`config.mk`:
```
export PLATFORM = sky130hd
export DESIGN_NAME = stereo_chunk_linear_resampler
export DESIGN_NICKNAME = d
export VERILOG_FILES = /design/src/rtl/sclr_pkg.sv /design/src/rtl/stereo_chunk_linear_resampler.sv /design/src/rtl/sclr_front.sv /design/src/rtl/sclr_queue.sv /design/src/rtl/sclr_back.sv
export SDC_FILE = /design/constraint.sdc
export NUM_CORES = 2
export LEC_CHECK = 0
export ABC_AREA = 1
export BUFFER_PORTS_ARGS = -buffer_cell sky130_fd_sc_hd__buf_2
export CAP_MARGIN = 20
export CORE_MARGIN = 4
export CORE_UTILIZATION = 35
export DETAILED_ROUTE_END_ITERATION = 16
export PLACE_DENSITY = 0.56
export SKIP_CTS_REPAIR_TIMING = 1
export SYNTH_ARGS = -nofsm -noshare
export SYNTH_HDL_FRONTEND = slang
export SYNTH_SLANG_ARGS = --single-unit
```
`constraint.sdc`:
```
create_clock -name clk -period 7.7 [get_ports clk]
set_input_delay 1.155 -clock clk [delete_from_list [all_inputs] [get_ports clk]]
set_output_delay 1.155 -clock clk [all_outputs]
set_load 0.01 [all_outputs]
```
`src/rtl/sclr_pkg.sv`:
```
package sclr_pkg;

	localparam int SAMPLE_W   = 16;
	localparam int FRAMES_W   = 11;
	localparam int OUT_IDX_W  = 10;
	localparam int REM_W      = 9;
	localparam int NUM_W      = 26;
	localparam int MAG_W      = 24;
	localparam int RECIP_W    = 25;
	localparam int RECIP_SH   = 33;
	localparam int PROD_W     = MAG_W + RECIP_W;

	localparam int OUT_FRAMES    = 512;
	localparam int MAX_IN_FRAMES = 1024;
	localparam int FRAMES_MIN    = 16;
	localparam int FRAMES_RESET  = 512;

	localparam int QUEUE_DEPTH = 4;
	localparam int QPTR_W      = 2;

	// Denominator of the position fraction, one less than the chunk output length
	localparam logic [REM_W:0] DEN = (REM_W + 1)'(OUT_FRAMES - 1);
	localparam logic [OUT_IDX_W-1:0] OUT_LAST = OUT_IDX_W'(OUT_FRAMES - 1);
	// ceil(2^33 / 511): exact floor division by 511 for magnitudes below 2^24
	localparam logic [RECIP_W-1:0] RECIP = 25'd16810049;

	typedef struct packed {
		logic signed [SAMPLE_W-1:0] left_sample;
		logic signed [SAMPLE_W-1:0] right_sample;
	} frame_t;

	typedef struct packed {
		logic signed [SAMPLE_W-1:0] out_left;
		logic signed [SAMPLE_W-1:0] out_right;
		logic                       run_last;
		logic                       chunk_last;
	} res_t;

	// One interpolation job: out = trunc((511*a + rem*(b-a)) / 511) per channel
	typedef struct packed {
		logic signed [SAMPLE_W-1:0] a_left;
		logic signed [SAMPLE_W-1:0] b_left;
		logic signed [SAMPLE_W-1:0] a_right;
		logic signed [SAMPLE_W-1:0] b_right;
		logic [REM_W-1:0]           rem;
		logic                       run_last;
		logic                       chunk_last;
	} job_t;

	// Queue status seen by the producer and the consumer
	typedef struct packed {
		logic full;
		logic empty;
	} q_status_t;

endpackage

```
`src/rtl/stereo_chunk_linear_resampler.sv`:
```
// Stereo linear resampler: each chunk of frames_in stereo frames (saturated to 16..1024,
// reset 512) becomes 512 output frames, output j at position j*(frames_in-1)/511,
// each sample trunc((511*a + r*(b-a))/511). Outputs leave as soon as both bracketing
// frames are in; run_last marks the last output a frame causes, chunk_last marks output
// 511, which is the chunk's final frame itself. A frame holds the front end (frame_stall)
// from its acceptance until the last output it causes has been queued, so a new frame is
// not taken before the last is through; the sequencer issues one job a cycle into a
// four-entry queue while it is not full. The back end is a three-stage arithmetic pipe (numerator,
// reciprocal multiply, sign) ending in the output register; a stalled output freezes
// the pipe and, once the queue fills, the front end. Writing frames_in restarts the
// chunk and keeps the previous frame; write it only while idle.
module stereo_chunk_linear_resampler (
	input  logic                          clk,
	input  logic                          arst_n,
	input  logic                          frame_valid,
	output logic                          frame_stall,
	input  sclr_pkg::frame_t              frame,
	output logic                          res_valid,
	input  logic                          res_stall,
	output sclr_pkg::res_t                res,
	input  logic                          cfg_we,
	input  logic [sclr_pkg::FRAMES_W-1:0] cfg_wdata
);
	import sclr_pkg::*;

	logic      push;
	job_t      push_job;
	logic      pop;
	job_t      pop_job;
	q_status_t q_status;

	sclr_front u_front (
		.clk         (clk),
		.arst_n      (arst_n),
		.frame_valid (frame_valid),
		.frame_stall (frame_stall),
		.frame       (frame),
		.cfg_we      (cfg_we),
		.cfg_wdata   (cfg_wdata),
		.push        (push),
		.job         (push_job),
		.q_status    (q_status)
	);

	sclr_queue u_queue (
		.clk      (clk),
		.arst_n   (arst_n),
		.push     (push),
		.push_job (push_job),
		.pop      (pop),
		.pop_job  (pop_job),
		.q_status (q_status)
	);

	sclr_back u_back (
		.clk       (clk),
		.arst_n    (arst_n),
		.q_status  (q_status),
		.job       (pop_job),
		.pop       (pop),
		.res_valid (res_valid),
		.res_stall (res_stall),
		.res       (res)
	);

endmodule

```
`src/rtl/sclr_front.sv`:
```
module sclr_front (
	input  logic                            clk,
	input  logic                            arst_n,
	input  logic                            frame_valid,
	output logic                            frame_stall,
	input  sclr_pkg::frame_t                frame,
	input  logic                            cfg_we,
	input  logic [sclr_pkg::FRAMES_W-1:0]   cfg_wdata,
	output logic                            push,
	output sclr_pkg::job_t                  job,
	input  sclr_pkg::q_status_t             q_status
);
	import sclr_pkg::*;

	logic                       busy_q;
	frame_t                     cur_q;
	logic signed [SAMPLE_W-1:0] prev_l_q;
	logic signed [SAMPLE_W-1:0] prev_r_q;
	logic [FRAMES_W-1:0]        in_count_q;
	logic [OUT_IDX_W-1:0]       out_count_q;
	logic [FRAMES_W-1:0]        pos_whole_q;
	logic [REM_W-1:0]           pos_rem_q;
	logic [FRAMES_W-1:0]        n_q;
	logic [1:0]                 step_whole_q;
	logic [REM_W-1:0]           step_rem_q;

	logic [FRAMES_W-1:0]  cfg_n;
	logic [FRAMES_W-1:0]  cfg_nm1;
	logic [1:0]           cfg_step_whole;
	logic [REM_W-1:0]     cfg_step_rem;

	logic [FRAMES_W-1:0]  need;
	logic                 due;
	logic                 chunk_end;
	logic [REM_W:0]       sum_rem;
	logic                 wrap;
	logic [REM_W-1:0]     nxt_rem;
	logic [FRAMES_W-1:0]  nxt_whole;
	logic [FRAMES_W-1:0]  nxt_need;
	logic                 last_out;
	logic                 finish;
	logic                 last_frame;
	logic                 restart;

	// Saturate the chunk length and split (n-1) into whole and remainder over 511
	always_comb begin
		if (cfg_wdata < FRAMES_W'(FRAMES_MIN)) begin
			cfg_n = FRAMES_W'(FRAMES_MIN);
		end else if (cfg_wdata > FRAMES_W'(MAX_IN_FRAMES)) begin
			cfg_n = FRAMES_W'(MAX_IN_FRAMES);
		end else begin
			cfg_n = cfg_wdata;
		end
		cfg_nm1 = cfg_n - FRAMES_W'(1);
		if (cfg_nm1 >= FRAMES_W'(2) * FRAMES_W'(DEN)) begin
			cfg_step_whole = 2'd2;
			cfg_step_rem   = REM_W'(cfg_nm1 - FRAMES_W'(2) * FRAMES_W'(DEN));
		end else if (cfg_nm1 >= FRAMES_W'(DEN)) begin
			cfg_step_whole = 2'd1;
			cfg_step_rem   = REM_W'(cfg_nm1 - FRAMES_W'(DEN));
		end else begin
			cfg_step_whole = 2'd0;
			cfg_step_rem   = REM_W'(cfg_nm1);
		end
	end

	// Decide whether the held frame completes the next output, and look one output ahead
	always_comb begin
		need       = pos_whole_q + FRAMES_W'(pos_rem_q != '0);
		due        = busy_q && (need == in_count_q);
		chunk_end  = (out_count_q == OUT_LAST);
		sum_rem    = {1'b0, pos_rem_q} + {1'b0, step_rem_q};
		wrap       = (sum_rem >= DEN);
		nxt_rem    = wrap ? REM_W'(sum_rem - DEN) : sum_rem[REM_W-1:0];
		nxt_whole  = pos_whole_q + FRAMES_W'(step_whole_q) + FRAMES_W'(wrap);
		nxt_need   = nxt_whole + FRAMES_W'(nxt_rem != '0);
		last_out   = chunk_end || (nxt_need != in_count_q);
		push       = due && !q_status.full;
		finish     = busy_q && (!due || (push && last_out));
		last_frame = ((in_count_q + FRAMES_W'(1)) >= n_q);
		restart    = (push && chunk_end) || last_frame;
	end

	// Build the job; an output sitting on a frame takes that frame as is
	always_comb begin
		job.b_left     = cur_q.left_sample;
		job.b_right    = cur_q.right_sample;
		job.run_last   = last_out;
		job.chunk_last = chunk_end;
		if (pos_rem_q == '0) begin
			job.a_left  = cur_q.left_sample;
			job.a_right = cur_q.right_sample;
			job.rem     = '0;
		end else begin
			job.a_left  = prev_l_q;
			job.a_right = prev_r_q;
			job.rem     = pos_rem_q;
		end
	end

	assign frame_stall = busy_q;

	// Hold the accepted frame
	always_ff @(posedge clk) begin
		if (frame_valid && !frame_stall) begin
			cur_q <= frame;
		end
	end

	// Advance position and chunk counters; a configuration write restarts the chunk
	always_ff @(posedge clk or negedge arst_n) begin
		if (!arst_n) begin
			busy_q       <= 1'b0;
			prev_l_q     <= '0;
			prev_r_q     <= '0;
			in_count_q   <= '0;
			out_count_q  <= '0;
			pos_whole_q  <= '0;
			pos_rem_q    <= '0;
			n_q          <= FRAMES_W'(FRAMES_RESET);
			step_whole_q <= 2'd1;
			step_rem_q   <= '0;
		end else begin
			if (frame_valid && !frame_stall) begin
				busy_q <= 1'b1;
			end
			if (push && !chunk_end) begin
				out_count_q <= out_count_q + OUT_IDX_W'(1);
				pos_whole_q <= nxt_whole;
				pos_rem_q   <= nxt_rem;
			end
			if (finish) begin
				busy_q   <= 1'b0;
				prev_l_q <= cur_q.left_sample;
				prev_r_q <= cur_q.right_sample;
				if (restart) begin
					in_count_q  <= '0;
					out_count_q <= '0;
					pos_whole_q <= '0;
					pos_rem_q   <= '0;
				end else begin
					in_count_q <= in_count_q + FRAMES_W'(1);
				end
			end
			if (cfg_we) begin
				n_q          <= cfg_n;
				step_whole_q <= cfg_step_whole;
				step_rem_q   <= cfg_step_rem;
				in_count_q   <= '0;
				out_count_q  <= '0;
				pos_whole_q  <= '0;
				pos_rem_q    <= '0;
			end
		end
	end

endmodule

```
`src/rtl/sclr_queue.sv`:
```
module sclr_queue (
	input  logic                 clk,
	input  logic                 arst_n,
	input  logic                 push,
	input  sclr_pkg::job_t       push_job,
	input  logic                 pop,
	output sclr_pkg::job_t       pop_job,
	output sclr_pkg::q_status_t  q_status
);
	import sclr_pkg::*;

	job_t              mem_q [QUEUE_DEPTH];
	logic [QPTR_W-1:0] wr_ptr_q;
	logic [QPTR_W-1:0] rd_ptr_q;
	logic [QPTR_W:0]   count_q;
	logic              do_push;
	logic              do_pop;

	always_comb begin
		q_status.full  = (count_q == (QPTR_W + 1)'(QUEUE_DEPTH));
		q_status.empty = (count_q == '0);
		do_push        = push && !q_status.full;
		do_pop         = pop && !q_status.empty;
		pop_job        = mem_q[rd_ptr_q];
	end

	// Write the entry at the tail
	always_ff @(posedge clk) begin
		if (do_push) begin
			mem_q[wr_ptr_q] <= push_job;
		end
	end

	// Advance pointers and occupancy
	always_ff @(posedge clk or negedge arst_n) begin
		if (!arst_n) begin
			wr_ptr_q <= '0;
			rd_ptr_q <= '0;
			count_q  <= '0;
		end else begin
			if (do_push) begin
				wr_ptr_q <= wr_ptr_q + QPTR_W'(1);
			end
			if (do_pop) begin
				rd_ptr_q <= rd_ptr_q + QPTR_W'(1);
			end
			if (do_push && !do_pop) begin
				count_q <= count_q + (QPTR_W + 1)'(1);
			end else if (do_pop && !do_push) begin
				count_q <= count_q - (QPTR_W + 1)'(1);
			end
		end
	end

endmodule

```
`src/rtl/sclr_back.sv`:
```
module sclr_back (
	input  logic                 clk,
	input  logic                 arst_n,
	input  sclr_pkg::q_status_t  q_status,
	input  sclr_pkg::job_t       job,
	output logic                 pop,
	output logic                 res_valid,
	input  logic                 res_stall,
	output sclr_pkg::res_t       res
);
	import sclr_pkg::*;

	// 511*a + rem*(b-a); magnitude stays at most 511*32768
	function automatic logic signed [NUM_W-1:0] numer(
		input logic signed [SAMPLE_W-1:0] a,
		input logic signed [SAMPLE_W-1:0] b,
		input logic [REM_W-1:0]           r
	);
		logic signed [SAMPLE_W:0]  diff;
		logic signed [NUM_W:0]     prod;
		logic signed [NUM_W:0]     a_ext;
		logic signed [NUM_W:0]     a511;
		logic signed [NUM_W:0]     sum;
		diff  = $signed({b[SAMPLE_W-1], b}) - $signed({a[SAMPLE_W-1], a});
		a_ext = $signed({{(NUM_W + 1 - SAMPLE_W){a[SAMPLE_W-1]}}, a});
		prod  = $signed({{(NUM_W - REM_W + 1){1'b0}}, r})
			* $signed({{(NUM_W - SAMPLE_W){diff[SAMPLE_W]}}, diff});
		a511  = (a_ext <<< REM_W) - a_ext;
		sum   = a511 + prod;
		return sum[NUM_W-1:0];
	endfunction

	// Magnitude over 511, floor, by reciprocal multiply
	function automatic logic [SAMPLE_W-1:0] quot(input logic signed [NUM_W-1:0] num);
		logic [NUM_W-1:0]  mag;
		logic [PROD_W-1:0] p;
		mag = num[NUM_W-1] ? NUM_W'(-num) : NUM_W'(num);
		p   = PROD_W'(mag[MAG_W-1:0]) * PROD_W'(RECIP);
		return p[RECIP_SH +: SAMPLE_W];
	endfunction

	logic                    en;
	logic                    v_s1;
	logic signed [NUM_W-1:0] num_l_s1;
	logic signed [NUM_W-1:0] num_r_s1;
	logic                    run_last_s1;
	logic                    chunk_last_s1;
	logic                    v_s2;
	logic [SAMPLE_W-1:0]     q_l_s2;
	logic [SAMPLE_W-1:0]     q_r_s2;
	logic                    neg_l_s2;
	logic                    neg_r_s2;
	logic                    run_last_s2;
	logic                    chunk_last_s2;
	logic                    res_valid_q;
	res_t                    res_q;

	// Advance the whole pipe unless a finished result is stuck at the output
	assign en        = !(res_valid_q && res_stall);
	assign pop       = en && !q_status.empty;
	assign res_valid = res_valid_q;
	assign res       = res_q;

	// Stage valids
	always_ff @(posedge clk or negedge arst_n) begin
		if (!arst_n) begin
			v_s1        <= 1'b0;
			v_s2        <= 1'b0;
			res_valid_q <= 1'b0;
		end else if (en) begin
			v_s1        <= pop;
			v_s2        <= v_s1;
			res_valid_q <= v_s2;
		end
	end

	// Numerator, reciprocal multiply, sign restore
	always_ff @(posedge clk) begin
		if (en) begin
			num_l_s1      <= numer(job.a_left, job.b_left, job.rem);
			num_r_s1      <= numer(job.a_right, job.b_right, job.rem);
			run_last_s1   <= job.run_last;
			chunk_last_s1 <= job.chunk_last;

			q_l_s2        <= quot(num_l_s1);
			q_r_s2        <= quot(num_r_s1);
			neg_l_s2      <= num_l_s1[NUM_W-1];
			neg_r_s2      <= num_r_s1[NUM_W-1];
			run_last_s2   <= run_last_s1;
			chunk_last_s2 <= chunk_last_s1;

			res_q.out_left   <= neg_l_s2 ? $signed(-q_l_s2) : $signed(q_l_s2);
			res_q.out_right  <= neg_r_s2 ? $signed(-q_r_s2) : $signed(q_r_s2);
			res_q.run_last   <= run_last_s2;
			res_q.chunk_last <= chunk_last_s2;
		end
	end

endmodule

```
== After elaboration in Yosys (flattened, before gate mapping) ==
Memories as Yosys holds them, arrays and structs flattened.
Index checks and enable logic that the tools add are counted.
Word-level totals
  bits in writable memories: 300
  register bits after elaboration: 262
  memories kept: 1
  input port bits: 48
Cells by class
  multiply operators: 4
  add/sub/neg operators: 25
  equal/unequal tests: 4
  $lt $le $gt $ge: 6
  reductions and logical operators: 31
  muxes and demuxes: 35
Memory list
  u_queue.mem_q: words 4, width 75, rd ports 1, clocked after memory_dff 0, write ports 1, RTL line sclr_queue.sv:12  | job_t mem_q [QUEUE_DEPTH];
Operators with widths (number)
  $mux W11: 9
  $mul A24 B25 Y49 const B: 2
  $mux W9: 8
  $mux W16: 4
  $add A26 B26 Y26: 2
  $mul A10 B17 Y26: 2
  $sub A25 B16 Y26: 2
  $mux W24: 2
  $neg A24 Y24: 2
  $mux W10: 4
  $sub A16 B16 Y17: 2
  $add A11 B1 Y11: 3
  $neg A16 Y16: 2
  $sub A9 B9 Y9 const B: 3
  $reduce_bool A9 Y1: 2
  $logic_and A1 B1 Y1: 13
  $add A11 B1 Y11 const B: 1
  $add A11 B2 Y11: 1
  $eq A11 B11 Y1: 1
  $ge A11 B10 Y1 const B: 1
  $ge A11 B11 Y1: 1
  $ge A11 B9 Y1 const B: 1
  $gt A11 B11 Y1 const B: 1
  $lt A11 B5 Y1 const B: 1
  other kinds (18): 35

== Depth between registers and ports, before layout ==
  word-level depth: 12
  mapped depth: 40
  depth with buffers taken out: 39

== Cells and area by module ==
Synthesis repeated with hierarchy kept, for this count alone.
Unflattened totals
  cells, all modules: 5408
  area total of the unflattened synthesis: 48681.7 sq um
Modules (own cells, without submodules)
  sclr_back: seq. area each 3738.6 sq um, instances 1, area an instance 27266.2 sq um, cells each 3248
  sclr_queue: seq. area each 9183.8 sq um, instances 1, area an instance 12460.7 sq um, cells each 937
  sclr_front: seq. area each 3365.7 sq um, instances 1, area an instance 8954.8 sq um, cells each 1223

== Worst setup path before layout ==
OpenSTA, ideal clock, no wires.
  path type: register to register
  from: register u_queue.rd_ptr_q[0]
  to: register u_back.num_r_s1[25] (data pin)
  stages on the path, launching flop included: 39
  buffers on the path: 5
  arrival: 7868 ps
  path slack: -428 ps
  period minus slack after synthesis: 8128 ps
  cells stage by stage: dfrtp_1 clkbuf_1 clkbuf_1 clkbuf_1 buf_1 nand2_1 a32o_1 fa_1 nand3_1 nand2_1 nand2_1 nand3_1 a21oi_1 o21bai_1 nand2_1 nand2_1 a21oi_1 o21ai_1 [... 3 more ...] fa_1 fa_1 inv_1 fa_1 fa_1 inv_1 fa_1 inv_1 ha_1 nand2_1 nor4_1 nand3_1 nand3_1 nand3_1 nand2_1 a31oi_1 o21ai_0 xnor2_1
Between the ends
  word-level cells in the longest chain between the ends: 4
  elaborated cells on any way between the ends: 5
  those cells by class: add/sub: 3; mul: 1; memory: 1
Ends and longest elaborated chain
  start: declaration: RTL line sclr_queue.sv:14  | logic [QPTR_W-1:0] rd_ptr_q;
  start signal: assignment: RTL line sclr_queue.sv:45  | rd_ptr_q <= rd_ptr_q + QPTR_W'(1);
  $mem_v2 Z4 W75 (*)
  $sub A16 B16 Y17: RTL line sclr_back.sv:24  | diff = $signed({b[SAMPLE_W-1], b}) - $signed({a[SAMPLE_W-1], a});
  $mul A10 B17 Y26: RTL line sclr_back.sv:27  | * $signed({{(NUM_W - SAMPLE_W){diff[SAMPLE_W]}}, diff});
  $add A26 B26 Y26 (*): RTL line sclr_back.sv:29  | sum = a511 + prod;
  end signal: assignment: RTL line sclr_back.sv:81  | num_r_s1 <= numer(job.a_right, job.b_right, job.rem);
  end: declaration: RTL line sclr_back.sv:45  | logic signed [NUM_W-1:0] num_r_s1;
Mark *: on every way between the ends. The rest lies on a longest branch, timed or not.
A chain may end at the register's enable or synchronous reset.

== Worst setup path after layout ==
  from: register u_queue.rd_ptr_q[0]
  to: register u_back.num_r_s1[23] (data pin)
Same word-level chain as after synthesis.

==> summary.md <==
| Metric | Value |
|---|---|
| Syn Std Cell Area | `46500 um2` |
| Final Hold Fails | `0` |
| IO Pins | `84` |
| Compound-Gate Fraction of Synth Area | `0.0771` |
| Async S/R FF share, synth | `0.189` |
| Port bufs | `slightly above 80` |
| CP delay by family, top | `adder cells` |
| Share of layout cells above drive strength 1 | `0.117` |
| Reg-to-Reg End | `u_back.num_r_s1[23]$_DFFE_PN_` |
| Initial core utilization | `0.353` |
| # clock sinks | `560` |
| DR vias/cell | `~4.8` |
| Util after Layout | `0.405` |
| FP Rows | `133` |
| CP Launch Type | `flip-flop` |
| Fin crit share | `0.959` |
| Simple-Gate Fraction of Synth Area | `0.163` |
| R2R depth | `39` |
| Mapped Nets | `between 5000 and 6000` |
| Adder-Cell Fraction of Synth Area | `0.288` |
| Number of CTS-inserted buffers | `between 60 and 70` |
| Avg Cell Area, Syn | `roughly 9 um2` |
| HP Class | `flip-flop to flip-flop` |
| Core ar. | `around 130000 um2` |
| CTS tree | `yes` |
| Fmax | `0.135 GHz` |
| Antenna diodes | `0` |
| Largest net degree at the start of global routing | `97` |
| Endpoint class of the critical path | `flip-flop` |
| CP max stage cell | `fa_1` |
| Crit Path Category | `flip-flop to flip-flop` |
| Fin nets | `a little over 6000` |
| H-tree levels | `3` |
| Via count | `34127` |
| Gpl congestion | `0.887` |
| First-pass GRT wire length | `183000 um` |
| Final wirelength | `114000 um` |
| CP Max Fanout | `8` |
| Drt drc | `0` |
| Setup Skew | `0.0418 ns` |
| Initial DRT Pass Iterations | `6` |
| Number of fill cells | `13057` |
| Seq. cell area | `between 15000 and 20000 um2` |
| CTS Buffer Depth | `3` |
| Reg2reg start | `u_queue.rd_ptr_q[0]$_DFFE_PN0P_` |
| CP startpoint | `u_queue.rd_ptr_q[0]$_DFFE_PN0P_` |
| FF-to-FF setup slack | `0.32 ns` |
| Routed Antenna Nets | `0` |
| Initial antenna violation count | `4` |
| Routed wire length per instance | `16.1 um` |
| Syn Inst Count | `5048` |
| Fin. max-slew vios | `0` |
| Die ar. | `139000 um2` |
| Total global routing overflow | `0` |
| Rel. slew slack | `0.335` |
| Worst skew pair latency | `0.66 ns` |
| Die height | `roughly 370 um` |
| CTS root buf | `clkbuf_16` |
| Post-Place Cell Area | `50400 um2` |
| Max-cap violations | `0` |
| Synth cell types | `60` |
| Fin area | `53400 um2` |
| Die Wd | `roughly 370 um` |
| Mux contribution to synthesized area | `0.000458` |
| Footprint of the multi-input gates | `26800 um2` |
| Crit path DAT | `approximately 7.8 ns` |
| Vias in the first global route | `between 30000 and 40000` |
| Total GRT Usage | `0.165` |
| Beginning of the worst hold path | `u_back.chunk_last_s2$_DFFE_PN_` |
| Levels on crit path | `39` |
| Area growth from synthesis to layout | `14.8%` |
| Worst Path Buf+Inv | `10` |
| Synth Area in XOR/XNOR | `0.0392` |
| #FFs+latches synth | `560` |
| Clock transition at path regs | `0.06 ns` |
| EDFF count, synth | `454` |
| Crit path to | `u_back.num_r_s1[23]$_DFFE_PN_` |
| Synth warn | `0` |
| Crit-path max cell delay | `about 0.56 ns` |
| Worst EP required | `8.08 ns` |
| Top FF cell, synth | `edfxtp_1` |
| Sequential element share of the synthesized area | `0.350` |
| Iteration-0 DRC Markers | `between 1500 and 2000` |
| Hpwl dp | `86900 um` |
| Final min period | `7.38 ns` |
| Setup-failing EPs final | `0` |
| Status | `finished, final reports clean` |
| Worst-Margin Slew | `0.997 ns` |
| Largest family of logic cells by synthesized area | `adder cells` |
## worst reg2reg max path: cells and delay by family, from the launching register on
kind	cells	cell delay, ns
DFF	1	0.50
AOI/OAI and AO/OA	6	0.79
adders and majority gates	8	3.44
and+or+nand+nor	13	1.05
buffers and inverters	10	1.07
xor gates and xnor gates	2	0.25
## how the worst min path moves through the flow
| stage | to | slack [ns] | cells after the start |
|---|---|---|---|
| after CTS | u_back.res[0]$_DFFE_PN_ | 0.42 | 0 |
| after detailed placement | u_back.res[0]$_DFFE_PN_ | 0.41 | 0 |
| after global routing | u_back.res[0]$_DFFE_PN_ | 0.43 | 0 |
| after global placement | u_back.res[1]$_DFFE_PN_ | 0.41 | 0 |
| after floorplan | u_back.chunk_last_s2$_DFFE_PN_ | 0.40 | 0 |
| final | u_back.res[0]$_DFFE_PN_ | 0.42 | 0 |
## routing by layer
| layer | GRT usage | share of wire |
|---|---|---|
| met2 | 0.285 | 0.48 |
| met3 | 0.0254 | 0.038 |
| met5 | 0 | 0.00038 |
| met1 | 0.214 | 0.45 |
| met4 | 0.0465 | 0.029 |
## cell type report
class / count / share of cell area
Clock buffer: 85 / 0.0341
Clock inverter: 38 / 0.00783
Inverter: 869 / 0.0615
Multi-Input combinational cell: 3492 / 0.503
Sequential cell: 560 / 0.305
Tap cell: 1755 / 0.0411
Timing Repair Buffer: 318 / 0.0476
## synthesized netlist by cell type (16+ instances only)
| cell | instances | share of area |
|---|---|---|
| nor3_1 | 60 | 0.0065 |
| buf_1 | 19 | 0.0015 |
| nand2_1 | 986 | 0.080 |
| xnor2_1 | 61 | 0.011 |
| a32oi_1 | 26 | 0.0049 |
| a21oi_1 | 193 | 0.021 |
| edfxtp_1 | 454 | 0.29 |
| nand4_1 | 39 | 0.0052 |
| or2_2 | 73 | 0.0098 |
| o21ai_0 | 234 | 0.025 |
| xor2_1 | 147 | 0.028 |
| inv_1 | 856 | 0.069 |
| dfrtp_1 | 104 | 0.056 |
| ha_1 | 467 | 0.13 |
| nand3_1 | 174 | 0.019 |
| a21o_1 | 16 | 0.0026 |
| a31oi_1 | 23 | 0.0031 |
| clkbuf_1 | 89 | 0.0072 |
| o22ai_1 | 31 | 0.0042 |
| fa_1 | 376 | 0.16 |
| nor2_1 | 426 | 0.034 |
| o21ai_1 | 25 | 0.0027 |
## state kept, by name, indices dropped and copies added (netlist names), 3 cells and up
name                 count
u_back.num_l_s1         25
u_back.num_r_s1         25
u_back.q_l_s2           16
u_back.q_r_s2           16
u_back.res              34
u_front.in_count_q      11
u_front.job             32
u_front.n_q             11
u_front.out_count_q     10
u_front.pos_rem_q        9
u_front.pos_whole_q     11
u_front.prev_l_q        16
u_front.prev_r_q        16
u_front.step_rem_q       9
u_queue.count_q          3
u_queue.mem_q          300
## cell usage in the layout, fill, tap and decap left out, types with 35 or more instances in the layout
cell         n
a21oi_1    181
buf_2       82
buf_4      209
clkbuf_16   77
dfrtp_1    103
edfxtp_1   454
fa_1       373
ha_1       457
inv_1      849
nand2_1    973
nand3_1    171
nand4_1     39
nor2_1     420
nor3_1      57
o21ai_0    221
o21ai_1     35
or2_2       72
xnor2_1     60
xor2_1     145
## cell families after synthesis
family | count (synthesis)
adder cells (fa/ha/maj) | 843
XOR/XNOR | 208
AND/OR/NAND/NOR | 1814
buffers and inverters | 996
flip-flops | 560
AO/OA/AOI/OAI | 625
multiplexers | 2
## metrics by stage
| step | cells | TNS, ns | setup WS [ns] | hold WS [ns] |
|---|---|---|---|---|
| 5_1_grt | 7117 | -0.185 | -0.0698 | 0.425 |
| 4_1_cts | 7097 | -0.0150 | -0.00909 | 0.423 |
| 6_report | 7117 | 0 | 0.316 | 0.422 |
| 3_3_place_gp | 6974 | 0 | 0.109 | 0.411 |
| 3_5_place_dp | 6974 | 0 | 0.0103 | 0.410 |
| 2_1_floorplan | 5048 | 0 | 0.00918 | 0.400 |
Power is not shown: default switching activity piles up to over one toggle a cycle in this logic, so the estimate is an artifact.
